[config.mk]
export PLATFORM = sky130hd
export DESIGN_NAME = csg_recip
export DESIGN_NICKNAME = d
export VERILOG_FILES = /design/src/cubemap_sky_gradient_texel_defines.svh /design/src/csg_pkg.sv /design/src/csg_recip.sv
export SDC_FILE = /design/constraint.sdc
export NUM_CORES = 1
export LEC_CHECK = 0
export BUFFER_PORTS_ARGS = -buffer_cell sky130_fd_sc_hd__buf_2
export CAP_MARGIN = 20
export CORE_UTILIZATION = 58
export CTS_BUF_LIST = sky130_fd_sc_hd__clkbuf_2
export DETAILED_ROUTE_END_ITERATION = 12
export GPL_TIMING_DRIVEN = 0
export PLACE_DENSITY_LB_ADDON = 0.05
export SYNTH_ARGS = -nofsm -noshare
export SYNTH_HDL_FRONTEND = slang
export SYNTH_SLANG_ARGS = --single-unit
[constraint.sdc]
create_clock -name clk -period 3.1 [get_ports clk]
set_input_delay 0.155 -clock clk [delete_from_list [all_inputs] [get_ports clk]]
set_output_delay 0.155 -clock clk [all_outputs]
set_load 0.03 [all_outputs]
[src/cubemap_sky_gradient_texel_defines.svh]
// Assertion macros shared by the sky gradient texel block.
`ifndef CUBEMAP_SKY_GRADIENT_TEXEL_DEFINES_SVH
`define CUBEMAP_SKY_GRADIENT_TEXEL_DEFINES_SVH

// Same-cycle implication, sampled on clk, off while in reset.
`define CSG_CHECK(lbl, ante, cons) \
	lbl: assert property (@(posedge clk) disable iff (!arst_n) (ante) |-> (cons)) \
		else $error("sky gradient texel check failed");

// Next-cycle implication, sampled on clk, off while in reset.
`define CSG_CHECK_NEXT(lbl, ante, cons) \
	lbl: assert property (@(posedge clk) disable iff (!arst_n) (ante) |=> (cons)) \
		else $error("sky gradient texel check failed");

`endif

[src/csg_pkg.sv]
// Shared types, widths and colour constants of the sky gradient texel block.
package csg_pkg;
	localparam int SIZE_W  = 11;
	localparam int COORD_W = 10;
	localparam int FACE_W  = 3;
	localparam int CH_W    = 8;
	localparam int FRAC    = 16;
	localparam int ONE     = 65536;
	localparam int HALF    = 32768;

	localparam int DEFAULT_MAX_FACE_SIZE = 1024;
	localparam logic [SIZE_W-1:0] RESET_SIZE = SIZE_W'(256);

	localparam int RECIP_SHIFT = 28;
	localparam int RECIP_W     = RECIP_SHIFT + 1;
	localparam int NUM_W       = SIZE_W + FRAC;
	localparam int QMAG_W      = FRAC + 1;
	localparam int SQ_W        = 2 * QMAG_W;
	localparam int ROOT_W      = SQ_W + 1;
	localparam int LEN_W       = QMAG_W;
	localparam int CV_W        = QMAG_W + 1;
	localparam int ROOT_TOP_J  = LEN_W - 1;
	localparam int DIV_TOP_I   = QMAG_W - 1;

	localparam logic [CH_W-1:0] ALPHA_OPAQUE = '1;

	localparam int FRONT_STAGES = 4;
	localparam int ROOT_STEPS   = 2;
	localparam int ROOT_STAGES  = 9;
	localparam int DIV_STEPS    = 3;
	localparam int DIV_STAGES   = 6;
	localparam int SHADE_STAGES = 4;
	localparam int ROOT_BASE    = FRONT_STAGES;
	localparam int DIV_BASE     = ROOT_BASE + ROOT_STAGES;
	localparam int SHADE_BASE   = DIV_BASE + DIV_STAGES;
	localparam int NST          = SHADE_BASE + SHADE_STAGES;

	typedef enum logic [FACE_W-1:0] {
		FACE_PX = 3'd0,
		FACE_NX = 3'd1,
		FACE_PY = 3'd2,
		FACE_NY = 3'd3,
		FACE_PZ = 3'd4,
		FACE_NZ = 3'd5
	} face_t;

	localparam logic signed [CV_W-1:0] COL_ZENITH [3] = '{18'sd6554, 18'sd11796, 18'sd26214};
	localparam logic signed [CV_W-1:0] COL_MID    [3] = '{18'sd55706, 18'sd29491, 18'sd29491};
	localparam logic signed [CV_W-1:0] COL_HORIZ  [3] = '{18'sd65536, 18'sd36045, 18'sd19661};
	localparam logic signed [CV_W-1:0] COL_GROUND [3] = '{18'sd13107, 18'sd7864, 18'sd6554};

	typedef struct packed {
		logic                busy;
		logic [SIZE_W-1:0]   size;
		logic [RECIP_W-1:0]  recip;
	} recip_stat_t;

	typedef struct packed {
		logic                comp_neg;
		logic [QMAG_W-1:0]   comp_mag;
		logic [SQ_W-1:0]     n;
		logic [ROOT_W-1:0]   r;
	} root_t;

	typedef struct packed {
		logic                neg;
		logic [LEN_W-1:0]    len;
		logic [LEN_W-1:0]    rem;
		logic [LEN_W-1:0]    nlow;
		logic [QMAG_W-1:0]   q;
	} quo_t;
endpackage

[src/csg_recip.sv]
// Face size register and serial reciprocal of the size in use.
module csg_recip #(
	parameter int MAX_FACE_SIZE = csg_pkg::DEFAULT_MAX_FACE_SIZE
) (
	input  logic                      clk,
	input  logic                      arst_n,
	input  logic                      we,
	input  logic [csg_pkg::SIZE_W-1:0] wdata,
	output csg_pkg::recip_stat_t      stat
);
	import csg_pkg::*;

	localparam int CNT_W = $clog2(RECIP_W);
	localparam logic [CNT_W-1:0] CNT_TOP = CNT_W'(RECIP_W - 1);
	localparam logic [RECIP_W-1:0] RESET_RECIP = RECIP_W'((64'(1) << RECIP_SHIFT) / RESET_SIZE);

	logic               busy_q;
	logic [CNT_W-1:0]   cnt_q;
	logic [SIZE_W-1:0]  size_q;
	logic [SIZE_W-1:0]  rem_q;
	logic [RECIP_W-1:0] quo_q;
	logic [SIZE_W-1:0]  wsize;
	logic [SIZE_W:0]    rem_sh;
	logic               qbit;

	always_comb begin
		if (wdata == '0) begin
			wsize = SIZE_W'(1);
		end else if (32'(wdata) > 32'(MAX_FACE_SIZE)) begin
			wsize = SIZE_W'(MAX_FACE_SIZE);
		end else begin
			wsize = wdata;
		end
	end

	// Long division of 2^RECIP_SHIFT by the size: only the top dividend bit is set.
	assign rem_sh = {rem_q, cnt_q == CNT_TOP};
	assign qbit   = rem_sh >= {1'b0, size_q};

	always_ff @(posedge clk or negedge arst_n) begin
		if (!arst_n) begin
			busy_q <= 1'b0;
			cnt_q  <= '0;
			size_q <= RESET_SIZE;
			rem_q  <= '0;
			quo_q  <= RESET_RECIP;
		end else if (we) begin
			busy_q <= 1'b1;
			cnt_q  <= CNT_TOP;
			size_q <= wsize;
			rem_q  <= '0;
			quo_q  <= '0;
		end else if (busy_q) begin
			rem_q <= qbit ? SIZE_W'(rem_sh - {1'b0, size_q}) : rem_sh[SIZE_W-1:0];
			quo_q <= {quo_q[RECIP_W-2:0], qbit};
			cnt_q <= cnt_q - CNT_W'(1);
			if (cnt_q == '0) begin
				busy_q <= 1'b0;
			end
		end
	end

	assign stat.busy  = busy_q;
	assign stat.size  = size_q;
	assign stat.recip = quo_q;
endmodule

Word-level counts from Yosys, hierarchy flattened
Cells that the tools add are included.
{"block": "op_classes", "addsub": 2, "n_lt_le_gt_ge": 2, "eq_ne": 1, "n_mux": 12, "reduce_logical": 3}
{"operator": "29-bit two-way mux", "count": 2}
{"operator": "11-bit two-way mux", "count": 5}
{"operator": "12-bit by 11-bit greater-or-equal comparator with 1-bit output", "count": 1}
{"operator": "11-bit > comparator (second input constant)", "count": 1}
{"operator": "11-bit zero test", "count": 1}
{"operator": "11-bit subtractor", "count": 1}
{"operator": "5-bit two-way mux", "count": 2}
{"operator": "5-bit equality test (second input constant)", "count": 1}
{"operator": "5-bit zero test", "count": 1}
{"operator": "5-bit by 1-bit subtractor with 5-bit output (second input constant)", "count": 1}
{"operator": "1-bit two-way mux", "count": 3}
{"operator": "2-bit nonzero test", "count": 1}
{"block": "word_totals", "ff_bits": 57, "input_bits": 14, "word_cells": 25}

Depth between registers and ports, before layout
Gate-level depths: netlist (run 1).
{"block": "depth", "depth_word": 5, "ltp_mapped": 13, "ltp_nobuf": 12}

Least setup slack after synthesis (run 1)
Ideal clock, no wire load.
{"block": "synth_path", "kind": "reg-to-reg", "startpoint": "register size_q[8]", "endpoint": "register rem_q[0]", "setup_time_ps": 87, "arrival_time_ps": 2342, "t_required_ps": 3013, "path_slack_ps": 671, "stages_incl_launch_ff": 8, "n_path_buf": 0, "period_less_slack_ps": 2429, "path_cell_list": "dfstp_2 inv_1 ha_1 nand4b_4 a311o_1 o211ai_4 mux2_2 a211oi_2"}
{"block": "synth_between", "elab_chain_len": 4}
{"item": "start: declaration", "line_no": "csg_recip.sv:19", "text": "logic [SIZE_W-1:0] size_q;"}
{"item": "start signal: assignment", "line_no": "csg_recip.sv:50", "text": "size_q <= wsize;"}
{"item": "12-bit by 11-bit greater-or-equal comparator with 1-bit output", "line_no": "csg_recip.sv:38", "text": "assign qbit = rem_sh >= {1'b0, size_q};"}
{"item": "11-bit two-way mux", "line_no": "csg_recip.sv:54", "text": "rem_q <= qbit ? SIZE_W'(rem_sh - {1'b0, size_q}) : rem_sh[SIZE_W-1:0];"}
{"item": "11-bit two-way mux", "line_no": "csg_recip.sv:53", "text": "end else if (busy_q) begin"}
{"item": "11-bit two-way mux", "line_no": "csg_recip.sv:47", "text": "end else if (we) begin"}
{"item": "end signal: assignment", "line_no": "csg_recip.sv:54"}
{"item": "end: declaration", "line_no": "csg_recip.sv:20", "text": "logic [SIZE_W-1:0] rem_q;"}
Every way passes these cells. The select of a mux whose other input is x is not followed.
A chain may end at the register's enable or synchronous reset.

Worst setup path after layout (run 1)
{"block": "layout_path", "startpoint": "register cnt_q[1]", "endpoint": "register rem_q[0]"}
{"block": "layout_between", "elab_chain_len": 5}
{"item": "start: declaration", "line_no": "csg_recip.sv:18", "text": "logic [CNT_W-1:0] cnt_q;"}
{"item": "start signal: assignment", "line_no": "csg_recip.sv:56", "text": "cnt_q <= cnt_q - CNT_W'(1);"}
{"item": "5-bit equality test (*)", "line_no": "csg_recip.sv:37", "text": "assign rem_sh = {rem_q, cnt_q == CNT_TOP};"}
{"item": "11-bit subtractor or 12-bit by 11-bit greater-or-equal comparator with 1-bit output (tied branches)", "line_no": "csg_recip.sv:54, csg_recip.sv:38"}
{"item": "11-bit two-way mux (*)", "line_no": "csg_recip.sv:54"}
{"item": "11-bit two-way mux (*)", "line_no": "csg_recip.sv:53"}
{"item": "11-bit two-way mux (*)", "line_no": "csg_recip.sv:47"}
Mark *: on every way between the ends. The rest lies on a longest branch, timed or not. The select of a mux whose other input is x is not followed.

==> flow_summary.toml, run 1 <==
[setup_path]
crit_path_start_kind = "flip-flop"
critPathMaxStageDelay_ps = 440
critPathRequiredTime_ps = 3490
crit_start = "cnt_q[1]"
rr_endpoint = "rem_q[0]"
r2r-start = "cnt_q[1]"
critPathKind = "flip-flop to flip-flop"
cp.buffers_inverters = 2
reg2reg_depth = 11
path_depth = 11
rrSetupSlack_ps = 310
critPathArrivalTime_ps = 3180
cpLargestDelayFamily = "compound AO/OA/AOI/OAI gates"
path_max_fanout = 7
crit_end = "rem_q[0]"
cpMaxStageDelayCell = "dfrtp_1"
cp-end-kind = "flip-flop"
worstPathCellList = "inv_1 -> ha_1 -> nand4_1 -> ha_1 -> inv_1 -> fa_1 -> nand3_1 -> a311o_1 -> o211ai_4 -> mux2_2 -> a211oi_2"

[timing]
min_period_ps = 2790
fin_skew_ps = 31.1
period_share_pct = 90.1
rsz0062_at_grt = "no"
slew_headroom_pct = 52.7
drv_slew = 0
finalSetupViolations = 0
tightest_slew_ps = 709
fmax_mhz = 358
hold_viol = 0
tns_ps = 0

[clock_network]
cts_setup_buffers = 0
clock_latency_ps = 480
cts_buffer_depth = 2
clkTransAtPathRegs_ps = 160
cts_resized = 0
numClockSinks = 57
root_buffer = "clkbuf_2"
cts_max_level = 3
cts-buffers-inserted = 9
cts_tree = "yes"

[synth]
synth_area_um2 = 3130
synth_area_per_cell_um2 = 10.3
yosysMostFrequentCell = "dfrtp_1"
syn-num-nets = 332
ys.flop_type = "dfrtp_1"
ys_types = 48
synth_top_cell_area_share_pct = 44.0
synth_top_cell_by_area = "dfrtp_1"
synth_area_leaders = "dfrtp_1 44%, mux2i_1 9.9%, nor2_1 5.5%"
synth_seq_cells = 57
synth.yosys.seq_area_share_pct = 45.6
ys_warn_count = 0
synthTopCellsByCount = "55 x dfrtp_1, 46 x nor2_1, 31 x mux2i_1, 22 x inv_1, 20 x nand2_1"
ys_async_sr_fraction_pct = 100
synthCells = 304
synth_edf_count = 0

[job]
max_cap_violations = 0

[die]
die_area_um2 = 5690
rows = 26
start_util_pct = 60.9
ios = 55
die_y_um = 75.5
die_w_um = 75.5
coreArea_um2 = 5140

[placement]
place.gp.congestion = 0.861
io_buffers = 53
dp_cells = 428
placed_area_um2 = 3500
dp_hpwl_um = 5070

[cells_and_area]
n_antenna_cell = 0
layout.cell_area.non_filler_um2 = 3790
fin_nets = 407
drive_gt1_share_pct = 24.0
area_delta_synth_final_pct = 21.1
n_fill_cell = 404
fin_cells = 454

[routing]
wirelength_um = 7170
detail_route.vias_per_cell = 5.69
vias = 2582
route.detailed.drc = 0
dr.first_iter.drc_count = 92
first_pass_iters = 5
wire_per_inst_um = 15.8
final_antenna_net_count = 0

[global_route]
grt_pass1_vias = 2437
gr-total-overflow = 0
grtUsageTotal_pct = 27.3
antenna_found_initial = 0
grt_max_degree = 36
grt_pass1_wl_um = 11200

[power_and_ir_drop]
p_total_w = 0.00273
power_leakage_nw = 2.06
max-vdd-ir-drop_mv = 0.447
p_per_area_nw_per_um2 = 720

[min_path]
holdCritStartpoint = "wdata[0]"
hp-class = "input port to flip-flop"

[run_status]
status = "finished clean"
==> registers in the layout (all words and copies together) (netlist names) <==
name    cells
size_q     11
busy_q      1
rem_q      11
quo_q      29
cnt_q       5
==> stage by stage <==
| stage | worst slack (ps) | hold WS [ps] | util (%) |
|---|---|---|---|
| after floorplan | 671 | -141 | - |
| after global placement | 458 | 384 | 67.8 |
| after detailed placement | 384 | 180 | 68.2 |
| after CTS | 324 | 66.0 | 73.8 |
| after global routing | 145 | 68.4 | 73.8 |
| final | 306 | 107 | 73.8 |
==> cell type report <==
| class | instances | area [um^2] | share of cell area (%) |
|---|---|---|---|
| Buffer | 17 | 131 | 3.47 |
| Clock inverter | 7 | 143 | 3.76 |
| Tap cell | 70 | 87.6 | 2.31 |
| Clock buffer | 9 | 45.0 | 1.19 |
| Sequential cell | 57 | 1430 | 37.7 |
| Multi-Input combinational cell | 208 | 1490 | 39.2 |
| Inverter | 22 | 82.6 | 2.18 |
| Timing Repair Buffer | 64 | 385 | 10.2 |
==> where the power goes <==
group          internal [W]  switching [W]  leakage (nW)
logic              0.000487       0.000626          1.21
registers          0.000822      0.0000684         0.748
clock network      0.000431       0.000294         0.106
==> worst min-delay path by stage <==
stage | slack [ps] | endpoint | cells past startpoint
2_1_floorplan | -140 | busy_q | 0
3_3_place_gp | 380 | size_q[7] | 3
3_5_place_dp | 180 | quo_q[11] | 1
4_1_cts | 70 | size_q[0] | 4
5_1_grt | 70 | size_q[3] | 4
6_report | 110 | size_q[0] | 4
==> per-layer routing <==
layer / share of wire [%] / wire, um / vias to the layer above / track usage [%]
li1: - / - / 1221 / -
met1: 43 / 3090 / 1258 / 32.8
met2: 50 / 3590 / 90 / 48.0
met3: 4.9 / 352 / 13 / 4.63
met4: 1.9 / 136 / 0 / 13.0
met5: 0 / 0 / - / 0
==> cell usage in the layout (no fill, tap or decap), types with 6 or more instances in the layout <==
master / synthesis / layout
clkbuf_1: 9 / 9
ha_1: 13 / 13
inv_1: 22 / 22
nor2_1: 46 / 46
a21oi_1: 9 / 9
buf_2: 0 / 53
mux2i_1: 31 / 31
dfrtp_1: 55 / 55
dlygate4sd3_1: 0 / 10
o21ai_0: 12 / 12
nand2_1: 20 / 20
xnor2_1: 8 / 8
a211oi_1: 6 / 6
clkbuf_2: 0 / 9
==> cells by family after synthesis <==
| group | count (synthesis) | synth area share, % |
|---|---|---|
| adder cells (fa/ha/maj) | 15 | 6.16 |
| XOR/XNOR | 9 | 2.52 |
| multiplexers | 33 | 10.6 |
| AO/OA/AOI/OAI | 58 | 14.4 |
| AND/OR/NAND/NOR | 93 | 13.8 |
| flip-flops | 57 | 45.6 |
| buffers and inverters | 39 | 6.83 |
==> worst reg2reg max path, cell delays in order, from the launching register on <==
cell      delay, ps
dfrtp_1         440
inv_1            90
ha_1            170
nand4_1         140
ha_1            230
inv_1            80
fa_1            220
nand3_1         180
a311o_1         390
o211ai_4        200
mux2_2          390
a211oi_2        200
==> what timing repair did <==
action                                 in CTS  in global routing
setup endpoints to repair                   0                  0
hold buffers                               10                  0
endpoints found under the hold margin      30                  0
(Power assumes the default switching activity.)
==> run 2: changes to the inputs <==
- clock period: 3.1 -> 2.73 ns (I/O delays scaled with it)
==> flow_summary.toml, run 2 (same netlist as run 1, synthesis figures left out) <==
[clock_network]
cts_max_level = 3
root_buffer = "clkbuf_2"
numClockSinks = 57
cts_tree = "yes"
clkTransAtPathRegs_ps = 170
cts-buffers-inserted = 9
clock_latency_ps = 490
cts_buffer_depth = 2

[routing]
dr.first_iter.drc_count = 113
wirelength_um = 7340
detail_route.vias_per_cell = 5.61
wire_per_inst_um = 15.9
first_pass_iters = 4
route.detailed.drc = 0
vias = 2591
final_antenna_net_count = 0

[timing]
fin_skew_ps = 31.9
period_share_pct = 95.3
min_period_ps = 2600
hold_viol = 0
drv_slew = 0
tightest_slew_ps = 713
fmax_mhz = 385
finalSetupViolations = 0
tns_ps = 0
rsz0062_at_grt = "no"
slew_headroom_pct = 52.5

[setup_path]
path_max_fanout = 4
critPathMaxStageDelay_ps = 420
reg2reg_depth = 12
worstPathCellList = "inv_1 -> ha_1 -> nand4_1 -> ha_2 -> inv_2 -> fa_2 -> nand3_4 -> a311o_1 -> buf_4 -> a2111o_1 -> o2111ai_2 -> a21oi_1"
critPathRequiredTime_ps = 3080
crit_path_start_kind = "flip-flop"
critPathArrivalTime_ps = 2950
critPathKind = "flip-flop to flip-flop"
cpMaxStageDelayCell = "dfrtp_1"
cp-end-kind = "flip-flop"

[placement]
io_buffers = 53
dp_hpwl_um = 5070
place.gp.congestion = 0.861

[min_path]
min_path_cells = 4
hp-class = "input port to flip-flop"

[cells_and_area]
drive_gt1_share_pct = 27.0
layout_commonest_cell = "dfrtp_1"
area_delta_synth_final_pct = 24.0
largest_register = "quo_q"
reg_top3 = "quo_q x29, rem_q x11, size_q x11"
fin_nets = 415
largest_reg_flops = 29
mostFrequentLayoutCells = "55 x dfrtp_1, 53 x buf_2, 46 x nor2_1"
n_antenna_cell = 0
n_fill_cell = 386

[power_and_ir_drop]
power_leakage_nw = 2.11
p_total_w = 0.00322
max-vdd-ir-drop_mv = 0.510
p_per_area_nw_per_um2 = 830

[global_route]
grt_pass1_wl_um = 11400
grtUsageTotal_pct = 27.7
grt_pass1_vias = 2466
gr-total-overflow = 0
grt_max_degree = 36
antenna_found_initial = 0

[die]
die_w_um = 75.5
rows = 26
coreArea_um2 = 5140
start_util_pct = 60.9
ios = 55
die_y_um = 75.5
die_area_um2 = 5690

[run_status]
status = "finished clean"

[job]
max_cap_violations = 0
[run 2: metal layers]
layer  GRT usage, %  part of all wire, %  vias up  wire [um]
met1           33.4                   45     1276       3280
li1               -                    -     1241          -
met2           48.8                   51       59       3710
met3           4.37                  3.2       15        237
met4           12.6                  1.4        0        103
met5              0                    0        -          0
[run 2: worst paths after layout]
check / start / end / slack, ps
max in group asynchronous: arst_n / quo_q[20] / 1950
max: cnt_q[0] / rem_q[8] / 130
min in group asynchronous: arst_n / size_q[1] / 160
min: wdata[0] / size_q[0] / 80
min reg2reg: size_q[8] / size_q[8] / 540
max reg2reg: cnt_q[0] / rem_q[8] / 130
[run 2: repair_timing]
item	CTS	global route
gates cloned	0	0
buffers inserted	6	2
pin swaps	3	5
hold buffers	10	0
hold endpoints to repair	31	0
resized for setup	5	2
setup endpoints to repair	3	10
[run 2: stage by stage]
step	utilization (%)	setup WS, ps	hold WS [ps]	cells	instance area [um^2]
2_1_floorplan	-	301	-159	304	3130
3_3_place_gp	67.8	88.2	366	427	3480
3_5_place_dp	68.2	14.5	161	428	3500
4_1_cts	75.0	13.6	47.5	460	3850
5_1_grt	75.5	4.30	48.5	462	3880
6_report	75.5	129	83.9	462	3880
[run 2: power breakdown]
group,leakage [nW],internal [W],switching [W]
registers,0.748,0.000933,0.0000792
logic,1.25,0.000625,0.000757
clock network,0.106,0.000489,0.000336
[run 2: final cells by class]
class	instances	area, um^2	share of cell area (%)
clock buffer	9	45.0	1.16
timing repair buffer	72	445	11.5
multi-input combinational	208	1520	39.1
sequential	57	1430	36.8
inverter	22	82.6	2.13
buffer	17	131	3.38
tap	70	87.6	2.26
clock inverter	7	143	3.68
[run 2: critical path, delay by kind of cell (launching register included)]
kind,cells,cell delay (ps)
and+or+nand+nor,2,240
AOI/OAI and AO/OA,4,890
DFF,1,420
buffers and inverters,3,300
adders and majority gates,3,630
